### src/rtl/core/mbsc_ram.sv
// Generic single-write, single-read RAM with registered read data.
// Standalone; no package dependency.
`default_nettype none

module mbsc_ram #(
    parameter int WIDTH = 64,
    parameter int DEPTH = 64,
    localparam int AW   = $clog2(DEPTH)
) (
    input  wire logic             clk,
    input  wire logic             we,
    input  wire logic [AW-1:0]    waddr,
    input  wire logic [WIDTH-1:0] wdata,
    input  wire logic [AW-1:0]    raddr,
    output logic      [WIDTH-1:0] rdata
);

    logic [WIDTH-1:0] mem [DEPTH];

    always_ff @(posedge clk)
    begin
        if (we)
        begin
            mem[waddr] <= wdata;
        end
        rdata <= mem[raddr];
    end

endmodule

`default_nettype wire

### config.mk
export PLATFORM = sky130hd
export DESIGN_NAME = mbsc_ram
export DESIGN_NICKNAME = d
export VERILOG_FILES = /design/src/rtl/core/mbsc_ram.sv
export SDC_FILE = /design/constraint.sdc
export NUM_CORES = 2
export LEC_CHECK = 0
export BUFFER_PORTS_ARGS = -buffer_cell sky130_fd_sc_hd__buf_4
export CAP_MARGIN = 20
export CORE_UTILIZATION = 55
export DETAILED_ROUTE_END_ITERATION = 6
export PLACE_DENSITY = 0.75
export SKIP_LAST_GASP = 1
export SYNTH_ARGS = -nofsm -noshare
export SYNTH_HDL_FRONTEND = slang
export SYNTH_SLANG_ARGS = --single-unit
### constraint.sdc
create_clock -name clk -period 6.9 [get_ports clk]
set_clock_uncertainty 0.2 [all_clocks]
set_input_delay 1.38 -clock clk [delete_from_list [all_inputs] [get_ports clk]]
set_output_delay 1.38 -clock clk [all_outputs]
set_load 0.005 [all_outputs]
# == After elaboration in Yosys (flattened, before gate mapping) ==
# Memories as Yosys holds them, arrays and structs flattened. A register that Yosys moved wholly into a read port is not among the register bits.
# Cells that the tools add are included.
# op_classes
n_mux,2
div,0
eq_ne,0
n_reduce_logical,0
n_lt_le_gt_ge,0
mul,0
addsub,0
bitwise,0
n_shift,0
# op_table
operator,count
1-bit 2-to-1 mux,2
# totals
out_inout_bits,64
mem_bits_ro,0
memories,1
register_bits,0
ram_bits,4096
latchBits,0
in_bits,78
# memory_table
memory,depth,word_bits,rd,rd_ports_with_merged_regs,wr,line_no,source
mem,64,64,1,1,1,18,logic [WIDTH-1:0] mem [DEPTH];

# == Depth between registers and ports, before layout ==
# logic_depth
depth_word,2
depth_mapped,9
ltp_nobuf,5

# == Worst setup path after synthesis ==
# Ideal clock, no wire load.
# synth_path
path_type,in2reg
startpoint,input port waddr[3]
endpoint,memory mem[48][0] (enable)
t_arrival_ns,6.252
setup_time_ns,0.564
slack_ns,-0.116
cell_stages,4
required_ns,6.136
cell_sequence,clkbuf_1 nor2b_1 nand4b_1 nor3_1
# synth_lines
element,line_no,source
from (decl),12,"input wire logic [AW-1:0] waddr,"
to (decl),18,
# Straight into the memory's write port.

==> metrics.json <==
{
  "outcome": {
    "outcome": "completed"
  },
  "clock_network": {
    "cts-htree-levels": 5,
    "cts_made_buffers": 394,
    "clock_sinks": 4160,
    "postCtsResizedCells": 0,
    "clock_path_buffers": 4,
    "tritoncts": "done",
    "hold_buffers": 0,
    "clk_root_buffer_cell": "clkbuf_16",
    "clock_insertion_delay_worst_skew_ns": 0.94,
    "path_clk_slew_ns": 0.07,
    "cts_post_setup_buffers_inserted": 0
  },
  "timing": {
    "minimum_clock_period_ns": 3.926,
    "setup_failing_eps_final": 0,
    "grt_setup_unrepaired": "false",
    "relSlewSlack": 0.2002,
    "tightestPinTransition_ns": 1.200,
    "final_hold_viol_count": 0,
    "slew_violations": 0,
    "period_share": 0.5690,
    "setup_tns_ns": 0,
    "timing.fmax_ghz": 0.2547
  },
  "layout": {
    "final_nets": 7057,
    "drive_gt1_frac": 0.2821,
    "area.growth.synth_to_final_pct": 12.50,
    "finish.utilization": 0.6226
  },
  "setup_path": {
    "timing.critical_path.slowest_stage_cell": "nor2b_4",
    "cp.buffers_inverters": 2,
    "cp.required_ns": 7.47,
    "worstReg2RegEnd": "rdata[10]$_DFF_P_",
    "critPathMaxFanout": 73,
    "ff2ff_setup_slack_ns": 4.50,
    "cp-end-kind": "flop",
    "critPathTopFamily": "simple AND/OR/NAND/NOR gates",
    "critical_path.startpoint_type": "input pin",
    "reg2regPathDepth": 5,
    "reg2reg_from": "mem[13][10]$_DFFE_PP_",
    "critPathArrivalTime_ns": 4.50,
    "max_stage_delay_ns": 0.82,
    "timing.critical_path.cells": "buf_8 > nor2b_4 > buf_12 > a22oi_1 > and3_1 > a211oi_1",
    "timing.setup.critical_path_class": "in2reg"
  },
  "global_routing": {
    "antenna_found_initial": 22,
    "gr-total-overflow": 0,
    "grt_pass1_wl_mm": 588.8,
    "largest_net_degree_at_the_start_of_global_routing": 110,
    "globalRouteTotalUtil": 0.2964,
    "first_global_vias": 77347
  },
  "synth": {
    "postSynthNetCount": 6676,
    "ys_seq_elements": 4160,
    "synth_cells": 6598,
    "synth_area_um2": 156300,
    "share_of_synthesized_area_occupied_by_flip_flops_and_latches": 0.7949,
    "synthesis.area_per_instance_um2": 23.70,
    "synth-warning-count": 0,
    "ys_types": 33
  },
  "place": {
    "io_buffers": 141,
    "place_congestion": 0.8145,
    "detailed_place_hpwl_mm": 220.7
  },
  "power_and_ir_drop": {
    "power.density_cell_area_nw_per_um2": 295.6,
    "power.static_leakage_nw": 54.82,
    "vdd.ir_drop.worst_mv": 0.3250
  },
  "routing": {
    "wl_mm": 422.4,
    "drtAntennaViolNets": 0,
    "route.detailed.wl_per_inst_um": 38.19,
    "vias_per_cell": 6.964,
    "drt_pre_antenna_iters": 6,
    "post-route-drc-count": 0,
    "dr.first_iter.drc_count": 11856,
    "routed-via-count": 77021
  },
  "die": {
    "fp.dieW_um": 535.2,
    "core.rowCount": 195,
    "die_area_um2": 286400,
    "core_area_um2": 282500,
    "io_pins": 142,
    "initial_utilization": 0.5534,
    "die_h_um": 535.2
  },
  "hold_path": {
    "worstHoldPathCells": 4,
    "hp-start": "mem[54][32]$_DFFE_PP_",
    "capture_endpoint_of_the_worst_hold_path": "rdata[32]$_DFF_P_",
    "min_path_type": "reg2reg"
  },
  "flow_run": {
    "max_cap_violations": 0
  }
}
## metrics by stage
step / std cells / cell area [um2] / setup slack [ns] / hold WS [ns] / total power [mW]
final: 11060 / 175900 / 2.974 / 0.6210 / 52.00
after global routing: 11051 / 175900 / 2.978 / 0.6805 / 53.13
after CTS: 11044 / 175800 / 3.070 / 0.6342 / 52.10
after detailed placement: 10325 / 163100 / 2.106 / 0.6254 / 31.06
after global placement: 10324 / 163100 / 2.083 / 0.6191 / 30.99
after floorplan: 6598 / 156400 / 1.290 / 0.5878 / 29.87
## tightest hold or removal path: cells and delay by family, from the launching register on
family	cells	cell delay, ns
DFF	1	0.31
muxes	1	0.23
and+or+nand+nor	2	0.21
AOI/OAI and AO/OA	1	0.06
## synthesized netlist by cell type (all sizes together)
cell type / instances / share of area
edfxtp: 4096 / 0.79
mux4: 1024 / 0.15
buf: 230 / 0.0080
a22oi: 168 / 0.0081
clkbuf: 140 / 0.0034
mux2i: 135 / 0.0086
nor2: 112 / 0.0027
a22o: 88 / 0.0049
o22ai: 83 / 0.0033
and3: 64 / 0.0026
dfxtp: 64 / 0.0082
a211oi: 63 / 0.0030
nand2: 58 / 0.0014
nand3: 45 / 0.0014
o221ai: 38 / 0.0021
or3: 29 / 0.0012
nor2b: 28 / 0.0011
or2: 28 / 0.0011
a41oi: 26 / 0.0015
a2bb2oi: 19 / 0.0011
inv: 19 / 0.00046
a31oi: 18 / 0.00072
nand2b: 11 / 0.00044
and2: 3 / 0.00012
nand3b: 2 / 0.000096
nand4: 2 / 0.000080
nor3: 2 / 0.000064
a31o: 1 / 0.000056
nand4b: 1 / 0.000056
or3b: 1 / 0.000056
## cell usage in the layout, fill, tap and decap left out, types with 75 or more instances in the layout
cell       Yosys  final
a22o_1        88     88
a22oi_1      168    168
buf_4         34    304
clkbuf_1     140     87
clkbuf_16      0    399
clkinv_2       0     75
edfxtp_1    4096   4096
mux2i_1      135    135
mux4_2      1024   1024
o22ai_1       83     83
## logic make-up after synthesis
family / after synthesis / synth area share
flops: 4160 / 0.7949
mux: 1159 / 0.1561
compound gates: 504 / 0.02477
simple gates: 386 / 0.01240
buf+inv: 389 / 0.01180
## per-layer routing
metal | wire [um] | vias to the layer above | track usage
met5 | 134 | - | 0
met4 | 22690 | 14 | 0.1399
met3 | 54120 | 1064 | 0.06636
met2 | 201400 | 6062 | 0.4651
met1 | 144100 | 40633 | 0.4002
li1 | - | 29248 | -
## registers in the layout (all words and copies together), names as in the netlist
| register | count |
|---|---|
| mem | 4096 |
| rdata | 64 |
## power breakdown
part | leakage (nW) | internal (mW) | switching [mW]
Clock | 6.24 | 12.2 | 9.24
Sequential | 37.4 | 28.0 | 0.160
Combinational | 11.2 | 0.912 | 1.50
Total | 54.8 | 41.1 | 10.9
## cell type report
| class | instances | area [um2] |
|---|---|---|
| antenna | 15 | 37.54 |
| sequential | 4160 | 124300 |
| clock inverter | 203 | 2008 |
| tap | 3743 | 4683 |
| inverter | 19 | 71.32 |
| timing repair buffer | 355 | 3303 |
| multi-input combinational | 2049 | 30790 |
| clock buffer | 516 | 10720 |
| fill | 17974 | 106600 |
## worst max-delay path by stage
stage                     startpoint                   end  slack, ns  cells after the start
after floorplan             waddr[5]  mem[39][0]$_DFFE_PP_       1.29                      4
after global placement      raddr[0]     rdata[25]$_DFF_P_       2.08                      8
after detailed placement    raddr[0]     rdata[25]$_DFF_P_       2.11                      8
after CTS                   raddr[0]     rdata[25]$_DFF_P_       3.07                      8
after global routing        raddr[0]     rdata[21]$_DFF_P_       2.98                      8
final                       raddr[2]      rdata[9]$_DFF_P_       2.97                      6
Note: power is estimated with default switching activity, not from simulation.
