**src/rtl/core/mbsc_pkg.sv**
```systemverilog
// Package for the masked brush stamp clipper: sizes, codes and item structs.
// Used by mbsc_alu and the top level; depends on nothing.
`default_nettype none

package mbsc_pkg;

    localparam int MAX_BRUSH       = 16;
    localparam int CHUNK_SIZE      = 16;
    localparam int MAX_CANVAS      = 1024;
    localparam int CHUNK_SHIFT     = $clog2(CHUNK_SIZE);
    localparam int MASK_ROWS       = 16;
    localparam int MASK_W          = 16;
    localparam int MASK_ROW_W      = $clog2(MASK_ROWS);

    localparam int CHUNKS_PER_SIDE = (MAX_CANVAS + CHUNK_SIZE - 1) / CHUNK_SIZE;
    localparam int DIRTY_DEPTH     = CHUNKS_PER_SIDE * CHUNKS_PER_SIDE;
    localparam int DIRTY_WORD_W    = 64;
    localparam int DIRTY_WORDS     = DIRTY_DEPTH / DIRTY_WORD_W;
    localparam int DIRTY_ADDR_W    = $clog2(DIRTY_WORDS);
    localparam int DIRTY_BIT_W     = $clog2(DIRTY_WORD_W);
    localparam int IDX_W           = $clog2(DIRTY_DEPTH);

    localparam int ALU_W           = 14;
    localparam int CHK_W           = ALU_W - CHUNK_SHIFT;
    localparam int CNT_CHUNK_W     = 7;
    localparam int CHUNK_COORD_W   = 6;

    localparam int CNV_W           = 11;
    localparam int BRUSH_W         = 5;
    localparam int LCNT_W          = 5;
    localparam int COORD_W         = 10;

    localparam int CFG_IDX_W       = 3;
    localparam int CFG_DATA_W      = 11;

    localparam logic [CFG_IDX_W-1:0] CFG_CANVAS_WIDTH  = 3'd0;
    localparam logic [CFG_IDX_W-1:0] CFG_CANVAS_HEIGHT = 3'd1;
    localparam logic [CFG_IDX_W-1:0] CFG_BRUSH_WIDTH   = 3'd2;
    localparam logic [CFG_IDX_W-1:0] CFG_BRUSH_HEIGHT  = 3'd3;
    localparam logic [CFG_IDX_W-1:0] CFG_LAYER_COUNT   = 3'd4;

    localparam logic [1:0] REQ_LOAD  = 2'd0;
    localparam logic [1:0] REQ_PLACE = 2'd1;
    localparam logic [1:0] REQ_CLEAR = 2'd2;

    localparam logic [1:0] KIND_UNDO = 2'd0;
    localparam logic [1:0] KIND_ROW  = 2'd1;
    localparam logic [1:0] KIND_DONE = 2'd2;

    typedef struct packed {
        logic [1:0]         req_type;
        logic [3:0]         mask_row;
        logic [15:0]        mask_bits;
        logic signed [11:0] pos_x;
        logic signed [11:0] pos_y;
        logic [3:0]         layer_index;
        logic               layer_is_bump;
        logic [7:0]         paint_color;
    } request_t;

    typedef struct packed {
        logic [1:0]  item_kind;
        logic [5:0]  chunk_col;
        logic [5:0]  chunk_row;
        logic [3:0]  layer_out;
        logic [9:0]  row_y;
        logic [9:0]  col_start;
        logic [15:0] pixel_mask;
        logic [7:0]  color_out;
        logic        refresh;
        logic        drawn;
        logic        last;
    } result_t;

endpackage

`default_nettype wire

```
**src/rtl/core/mbsc_alu.sv**
```systemverilog
// Shared signed add/subtract unit stepped by the stamp sequencer.
// Depends on mbsc_pkg for the datapath width.
`default_nettype none

module mbsc_alu (
    input  wire logic signed [mbsc_pkg::ALU_W-1:0] a,
    input  wire logic signed [mbsc_pkg::ALU_W-1:0] b,
    input  wire logic                              sub,
    output logic signed      [mbsc_pkg::ALU_W-1:0] sum
);

    always_comb
    begin
        if (sub)
        begin
            sum = a - b;
        end
        else
        begin
            sum = a + b;
        end
    end

endmodule

`default_nettype wire

```
**config.mk**
```make
export PLATFORM = sky130hd
export DESIGN_NAME = mbsc_alu
export DESIGN_NICKNAME = d
export VERILOG_FILES = /design/src/rtl/core/mbsc_pkg.sv /design/src/rtl/core/mbsc_alu.sv
export SDC_FILE = /design/constraint.sdc
export NUM_CORES = 1
export LEC_CHECK = 0
export BUFFER_PORTS_ARGS = -buffer_cell sky130_fd_sc_hd__buf_2
export CORE_MARGIN = 2
export CORE_UTILIZATION = 55
export DETAILED_ROUTE_END_ITERATION = 10
export PLACE_DENSITY = 0.91
export RECOVER_POWER = 50
export SETUP_SLACK_MARGIN = 0.3
export SYNTH_ARGS = -nofsm -noshare
export SYNTH_HDL_FRONTEND = slang
export SYNTH_SLANG_ARGS = --single-unit
```
**constraint.sdc**
```tcl
create_clock -name vclk -period 4.7
set_input_delay 0.47 -clock vclk [all_inputs]
set_output_delay 0.47 -clock vclk [all_outputs]
set_load 0.01 [all_outputs]
```
Word level (Yosys, flattened, before mapping)
Index checks and enable logic that the tools add are counted.
{"block": "totals", "register_bits": 0, "inputBits": 29, "output_inout_bits": 14, "elab_cells": 3}
{"block": "op_classes", "addsub": 2, "muxes": 1}
{"operator": "adder 14 bit", "n": 1}
{"operator": "2-to-1 mux 14 bit", "n": 1}
{"operator": "subtractor 14 bit", "n": 1}

Logic depth before layout (Yosys ltp)
Gate-level depths: netlist (run 1).
{"block": "logic_depth", "depth_word": 2, "mapped_depth": 11, "ltp_nobuf": 11}

Worst setup path before layout (run 1)
No wires, ideal clock.
{"block": "synth_path", "path_type": "input port to output port", "startpoint": "input sub", "endpoint": "output sum[12] (netlist name)", "t_arrival_ps": 2506, "required_time_ps": 4230, "slack_ps": 1724, "cell_stages": 8, "n_path_buf": 1, "cell_sequence": "clkbuf_1 mux2i_1 fa_1 a21o_1 a311o_2 a221oi_4 o31ai_2 xor2_1"}
{"block": "synth_via", "elab_chain_len": 1}
{"element": "start, declared", "line_no": "mbsc_alu.sv:8", "rtl": "input wire logic sub,"}
{"element": "2-to-1 mux 14 bit", "line_no": "mbsc_alu.sv:14", "rtl": "if (sub)"}
{"element": "end, declared", "line_no": "mbsc_alu.sv:9", "rtl": "output logic signed [mbsc_pkg::ALU_W-1:0] sum"}
Every way passes these cells.

Worst setup path after layout (run 1)
{"block": "layout_path", "startpoint": "input b[4] (netlist name)", "endpoint": "output sum[13] (netlist name)"}
{"block": "layout_via", "elab_chain_len": 2, "word_cells_on_any_way": 3, "cone_classes": "2 x add/sub; 1 x mux"}
{"element": "start, declared", "line_no": "mbsc_alu.sv:7", "rtl": "input wire logic signed [mbsc_pkg::ALU_W-1:0] b,"}
{"element": "adder 14 bit or subtractor 14 bit (tied branches)", "line_no": "mbsc_alu.sv:20, mbsc_alu.sv:16"}
{"element": "2-to-1 mux 14 bit *", "line_no": "mbsc_alu.sv:14"}
Every way passes the cells marked *; elsewhere a longest branch is shown, timed or not.

==> results of run 1 <==
==> kinds of logic (layout without fill, tap and decap cells) <==
kind of cell    after synthesis  count (layout)  share of synthesized area, %
simple gates                 43              43                         20.68
fa+ha+maj                    15              15                         20.29
buf+inv                      11              52                         4.681
xor+xnor                     22              22                         20.03
mux                           2               2                         2.081
compound gates               40              40                         32.25
==> metrics by stage <==
| step | cells | hold slack, ps | area [um^2] |
|---|---|---|---|
| after floorplan | 133 | 1088 | 962.2 |
| after global placement | 191 | 1316 | 1187 |
| after detailed placement | 191 | 1321 | 1187 |
| after CTS | 191 | 1321 | 1187 |
| after global routing | 191 | 1342 | 1176 |
| final | 191 | 1325 | 1176 |
==> worst paths after layout <==
path	end	slack [ps]	cells past startpoint
worst max-delay path	sum[13]	1330	11
worst min-delay path	sum[0]	1320	4
==> layout by cell type, fill, tap and decap left out, types with 3 or more instances in the layout <==
master and instances:
inv_1 9, nor2_1 18, nand3_1 3, clkbuf_1 6
nand2_1 7, buf_2 37, o21ai_0 5, xnor2_1 18
nor3_1 6, xor2_1 4, a21oi_1 12, ha_1 14
==> area by class of cell <==
cell class	count	area (um^2)
Inverter	9	33.78
Fill cell	144	513.0
Multi-Input combinational cell	122	913.4
Timing Repair Buffer	43	207.7
Tap cell	17	21.27
==> metal layers <==
layer / global-route usage, % / vias to the layer above
li1: - / 572
met1: 31.54 / 504
met2: 40.00 / 28
met3: 0.3968 / 4
met4: 3.429 / 0
met5: 0 / -
==> report_power, final <==
| group | switching [mW] | internal [mW] | total (mW) | leakage (nW) |
|---|---|---|---|---|
| sequential | 0 | 0 | 0 | 0 |
| combinational | 0.135 | 0.109 | 0.244 | 0.552 |
| clock | 0 | 0 | 0 | 0 |
| total | 0.135 | 0.109 | 0.244 | 0.552 |
==> results_dict.tcl, run 1 <==
set metrics [dict create \
    critPathMaxStageDelay_ps 380 \
    setup_ws_ps 1334 \
    worstHoldStart "b[0]" \
    post-synth-top-area-cell "ha_1" \
    top_layer "met4" \
    nets 220 \
    coreArea_um2 1689 \
    clock_buffers 0 \
    post_cts_buffers 0 \
    io_buffers 43 \
    path_buf_inv 2 \
    synth_top_area_share_pct 18.21 \
    worst_pin_slew_ps 379.2 \
    finalHoldViolCount 0 \
    num_antenna_cells 0 \
    syn_nets 177 \
    fmax_ghz 0.2971 \
    initial_utilization_pct 56.96 \
    maxCapViolCount 0 \
    power_density_nw_per_um2 207.1 \
    rsz0062_at_grt "no" \
    slowest_stage "o41ai_2" \
    avgRoutedWirePerCell_um 11.77 \
    cpMostUsedCell "buf_2" \
    grt_pass1_wl_um 3781 \
    slew_violations 0 \
    via_per_inst 5.801 \
    io_pins 43 \
    grt_max_degree 15 \
    crit_start "b[4]" \
    drive_gt1_share_pct 25.29 \
    cts_resized 0 \
    postCtsHoldBufs 0 \
    die-area_um2 2100 \
    fin_crit_ps 3366 \
    finalPower_mw 0.2436 \
    drtPass1Iterations 4 \
    crit_family "compound AO/OA/AOI/OAI gates" \
    synth_common_cells "nor2_1 (18), xnor2_1 (18), ha_1 (14), a21oi_1 (12), inv_1 (9)" \
    avgSynthCellArea_um2 7.234 \
    cp-start-kind "input pin" \
    crit_type "input pin to output pin" \
    setup_tns_ps 0 \
    vias 1108 \
    regArea_um2 0 \
    crit_chain "buf_2 > nor3_1 > a41oi_1 > nor2_1 > xor2_1 > ha_1 > a21oi_1 > nand2_1 > o41ai_2 > xnor2_1 > buf_2" \
    drt_wl_total_um 2248 \
    m1WireLength_um 1036 \
    setup_viol 0 \
    post-route-drc-count 0 \
    final_core_utilization_pct 69.63 \
    synth_cell_type_count 40 \
    wl_met2_um 1100 \
    crit_required_ps 4230 \
    synth.area.top_cells "ha_1 (18%), xnor2_1 (16%), nor2_1 (7.0%)" \
    hp-class "input pin to output pin" \
    status "complete, no violations" \
    gp_congestion 0.8193 \
    crit_fanout 8 \
    pre_cts_ws_ps 1334 \
    synth_cells 133 \
    groute.usage.overall_pct 22.81 \
    antenna_found_initial 0 \
    drtAntennaViolNets 0 \
    gr-total-overflow 0 \
    arrival_ps 2900 \
    met3_length_um 71 \
    place_hpwl_um 2029 \
    leakagePower_nw 0.5525 \
    fp-row-count 15 \
    drtIter0Drc 20 \
    ys_seq_area_share_pct 0 \
    die_h_um 45.83 \
    die_w_um 45.83 \
    cp-end-kind "output pin" \
    numSequentialCells 0 \
    ir_drop_uv 131.7 \
    slew_headroom_pct 74.49 \
    yosysWarnings 0 \
    synthesis.area_um2 962.2 \
    grt_pass1_vias 962 \
    period_share_pct 71.62 \
    syn_to_final_growth_pct 22.24 \
]
Power figures use the tool's default switching activity.
==> run 2: changes to the inputs <==
Settings changed: ABC_AREA set to 1, CORE_UTILIZATION 55 to 52, PLACE_DENSITY 0.91 to 0.86.
Clock period 4.7 ns to 3.28 ns, I/O delays scaled along.
==> results_dict.tcl, run 2 <==
set metrics [dict create \
    stdcell_count 262 \
    grt_pass1_vias 1122 \
    gr-total-overflow 0 \
    place_hpwl_um 2177 \
    fp-row-count 16 \
    setup_viol 0 \
    crit_fanout 5 \
    fin_crit_ps 2735 \
    groute.usage.overall_pct 20.89 \
    drive_gt1_share_pct 19.57 \
    gp_congestion 0.8363 \
    grt_pass1_wl_um 4181 \
    multi_input_area_um2 930.9 \
    drtPass1Iterations 4 \
    placed_area_um2 1290 \
    finalHoldViolCount 0 \
    setup_tns_ps 0 \
    synth.area.top_cells "nand2_1 (23%), ha_1 (17%), xor2_1 (14%)" \
    fillers 208 \
    grt_max_degree 11 \
    ir_drop_uv 118.3 \
    via_per_inst 4.744 \
    power_density_nw_per_um2 246.2 \
    post-synth-top-area-cell "nand2_1" \
    arrival_ps 2410 \
    ys_seq_area_share_pct 0 \
    final_cell_mix "nand2_1 (64), buf_2 (36), inv_1 (30), nor2_1 (21), xor2_1 (17)" \
    nets 281 \
    avgRoutedWirePerCell_um 9.122 \
    numSequentialCells 0 \
    io_pins 43 \
    synthesis.area_um2 1041 \
    synth_cell_type_count 22 \
    slew_violations 0 \
    slew_headroom_pct 74.12 \
    vias 1243 \
    syn_nets 236 \
    crit_required_ps 2950 \
    worst_pin_slew_ps 384.1 \
    post-route-drc-count 0 \
    regArea_um2 0 \
    dp_cells 262 \
    cp-end-kind "output pin" \
    period_share_pct 83.38 \
    initial_utilization_pct 54.17 \
    synth_common_cells "nand2_1 (64), inv_1 (30), nor2_1 (21), xor2_1 (17), ha_1 (14)" \
    pre_cts_ws_ps 497.1 \
    whs_ps 1001 \
    yosysMostFrequentCell "nand2_1" \
    io_buffers 43 \
    coreArea_um2 1922 \
    rsz0062_at_grt "no" \
    final_common_cell "nand2_1" \
    avgSynthCellArea_um2 5.422 \
    num_antenna_cells 0 \
    fmax_ghz 0.3657 \
    die-area_um2 2376 \
    hp-class "input pin to output pin" \
    antenna_found_initial 0 \
    finalPower_mw 0.3170 \
    synth_top_area_share_pct 23.08 \
    drtIter0Drc 8 \
    crit_type "input pin to output pin" \
    cp-start-kind "input pin" \
    status "complete, no violations" \
    die_w_um 48.74 \
    yosysWarnings 0 \
    syn_to_final_growth_pct 23.68 \
    synth_cells 192 \
    setup_ws_ps 545.3 \
    clock_buffers 0 \
    die_h_um 48.74 \
    maxCapViolCount 0 \
    drt_wl_total_um 2390 \
    post_cts_buffers 0 \
    final_core_utilization_pct 66.99 \
    leakagePower_nw 0.7868 \
    post-route-cell-area_um2 1287 \
    drtAntennaViolNets 0 \
]
run 2: final timing paths:
kind	startpoint	to	slack (ps)	cells past startpoint
max	b[1]	sum[13]	550	20
min	b[0]	sum[0]	1000	4
run 2: cell type report:
class / instances / area share, %
multi-input combinational: 161 / 72.30
timing repair buffer: 43 / 16.04
inverter: 31 / 9.038
tap: 27 / 2.624
run 2: timing repair:
item,in CTS,in global routing
gates resized for setup,0,3
endpoints found under the hold margin,0,0
endpoints found under the setup margin,0,3
hold buffers,0,0
run 2: power by group:
part           total [mW]  internal (mW)  switching (mW)
Clock                   0              0               0
Combinational       0.317          0.128           0.189
Sequential              0              0               0
run 2: logic make-up after synthesis:
kind of cell / synth area share [%]
compound gates: 11.54
xor+xnor: 16.83
buf+inv: 11.18
fa+ha+maj: 18.75
simple gates: 41.71
run 2: layer usage:
metal	up-vias	wire length, um	track usage [%]
li1	689	-	-
met2	32	1138	41.10
met3	2	126	1.852
met5	-	0	0
met1	520	1111	25.00
met4	0	14	1.905
run 2: worst max-delay path, stage by stage:
cell and delay [ps]:
buf_2 90, inv_1 80, ha_1 160, nand2_1 70, nor2_1 80, nand2_1 60
nand2_1 130, nand2_1 80, xor2_1 120, inv_1 70, ha_2 390, nand2_2 90
nor2_2 120, and2_1 130, nand2_1 50, nand2_1 90, inv_1 40, nand2_1 50
nand2_1 40, buf_2 130
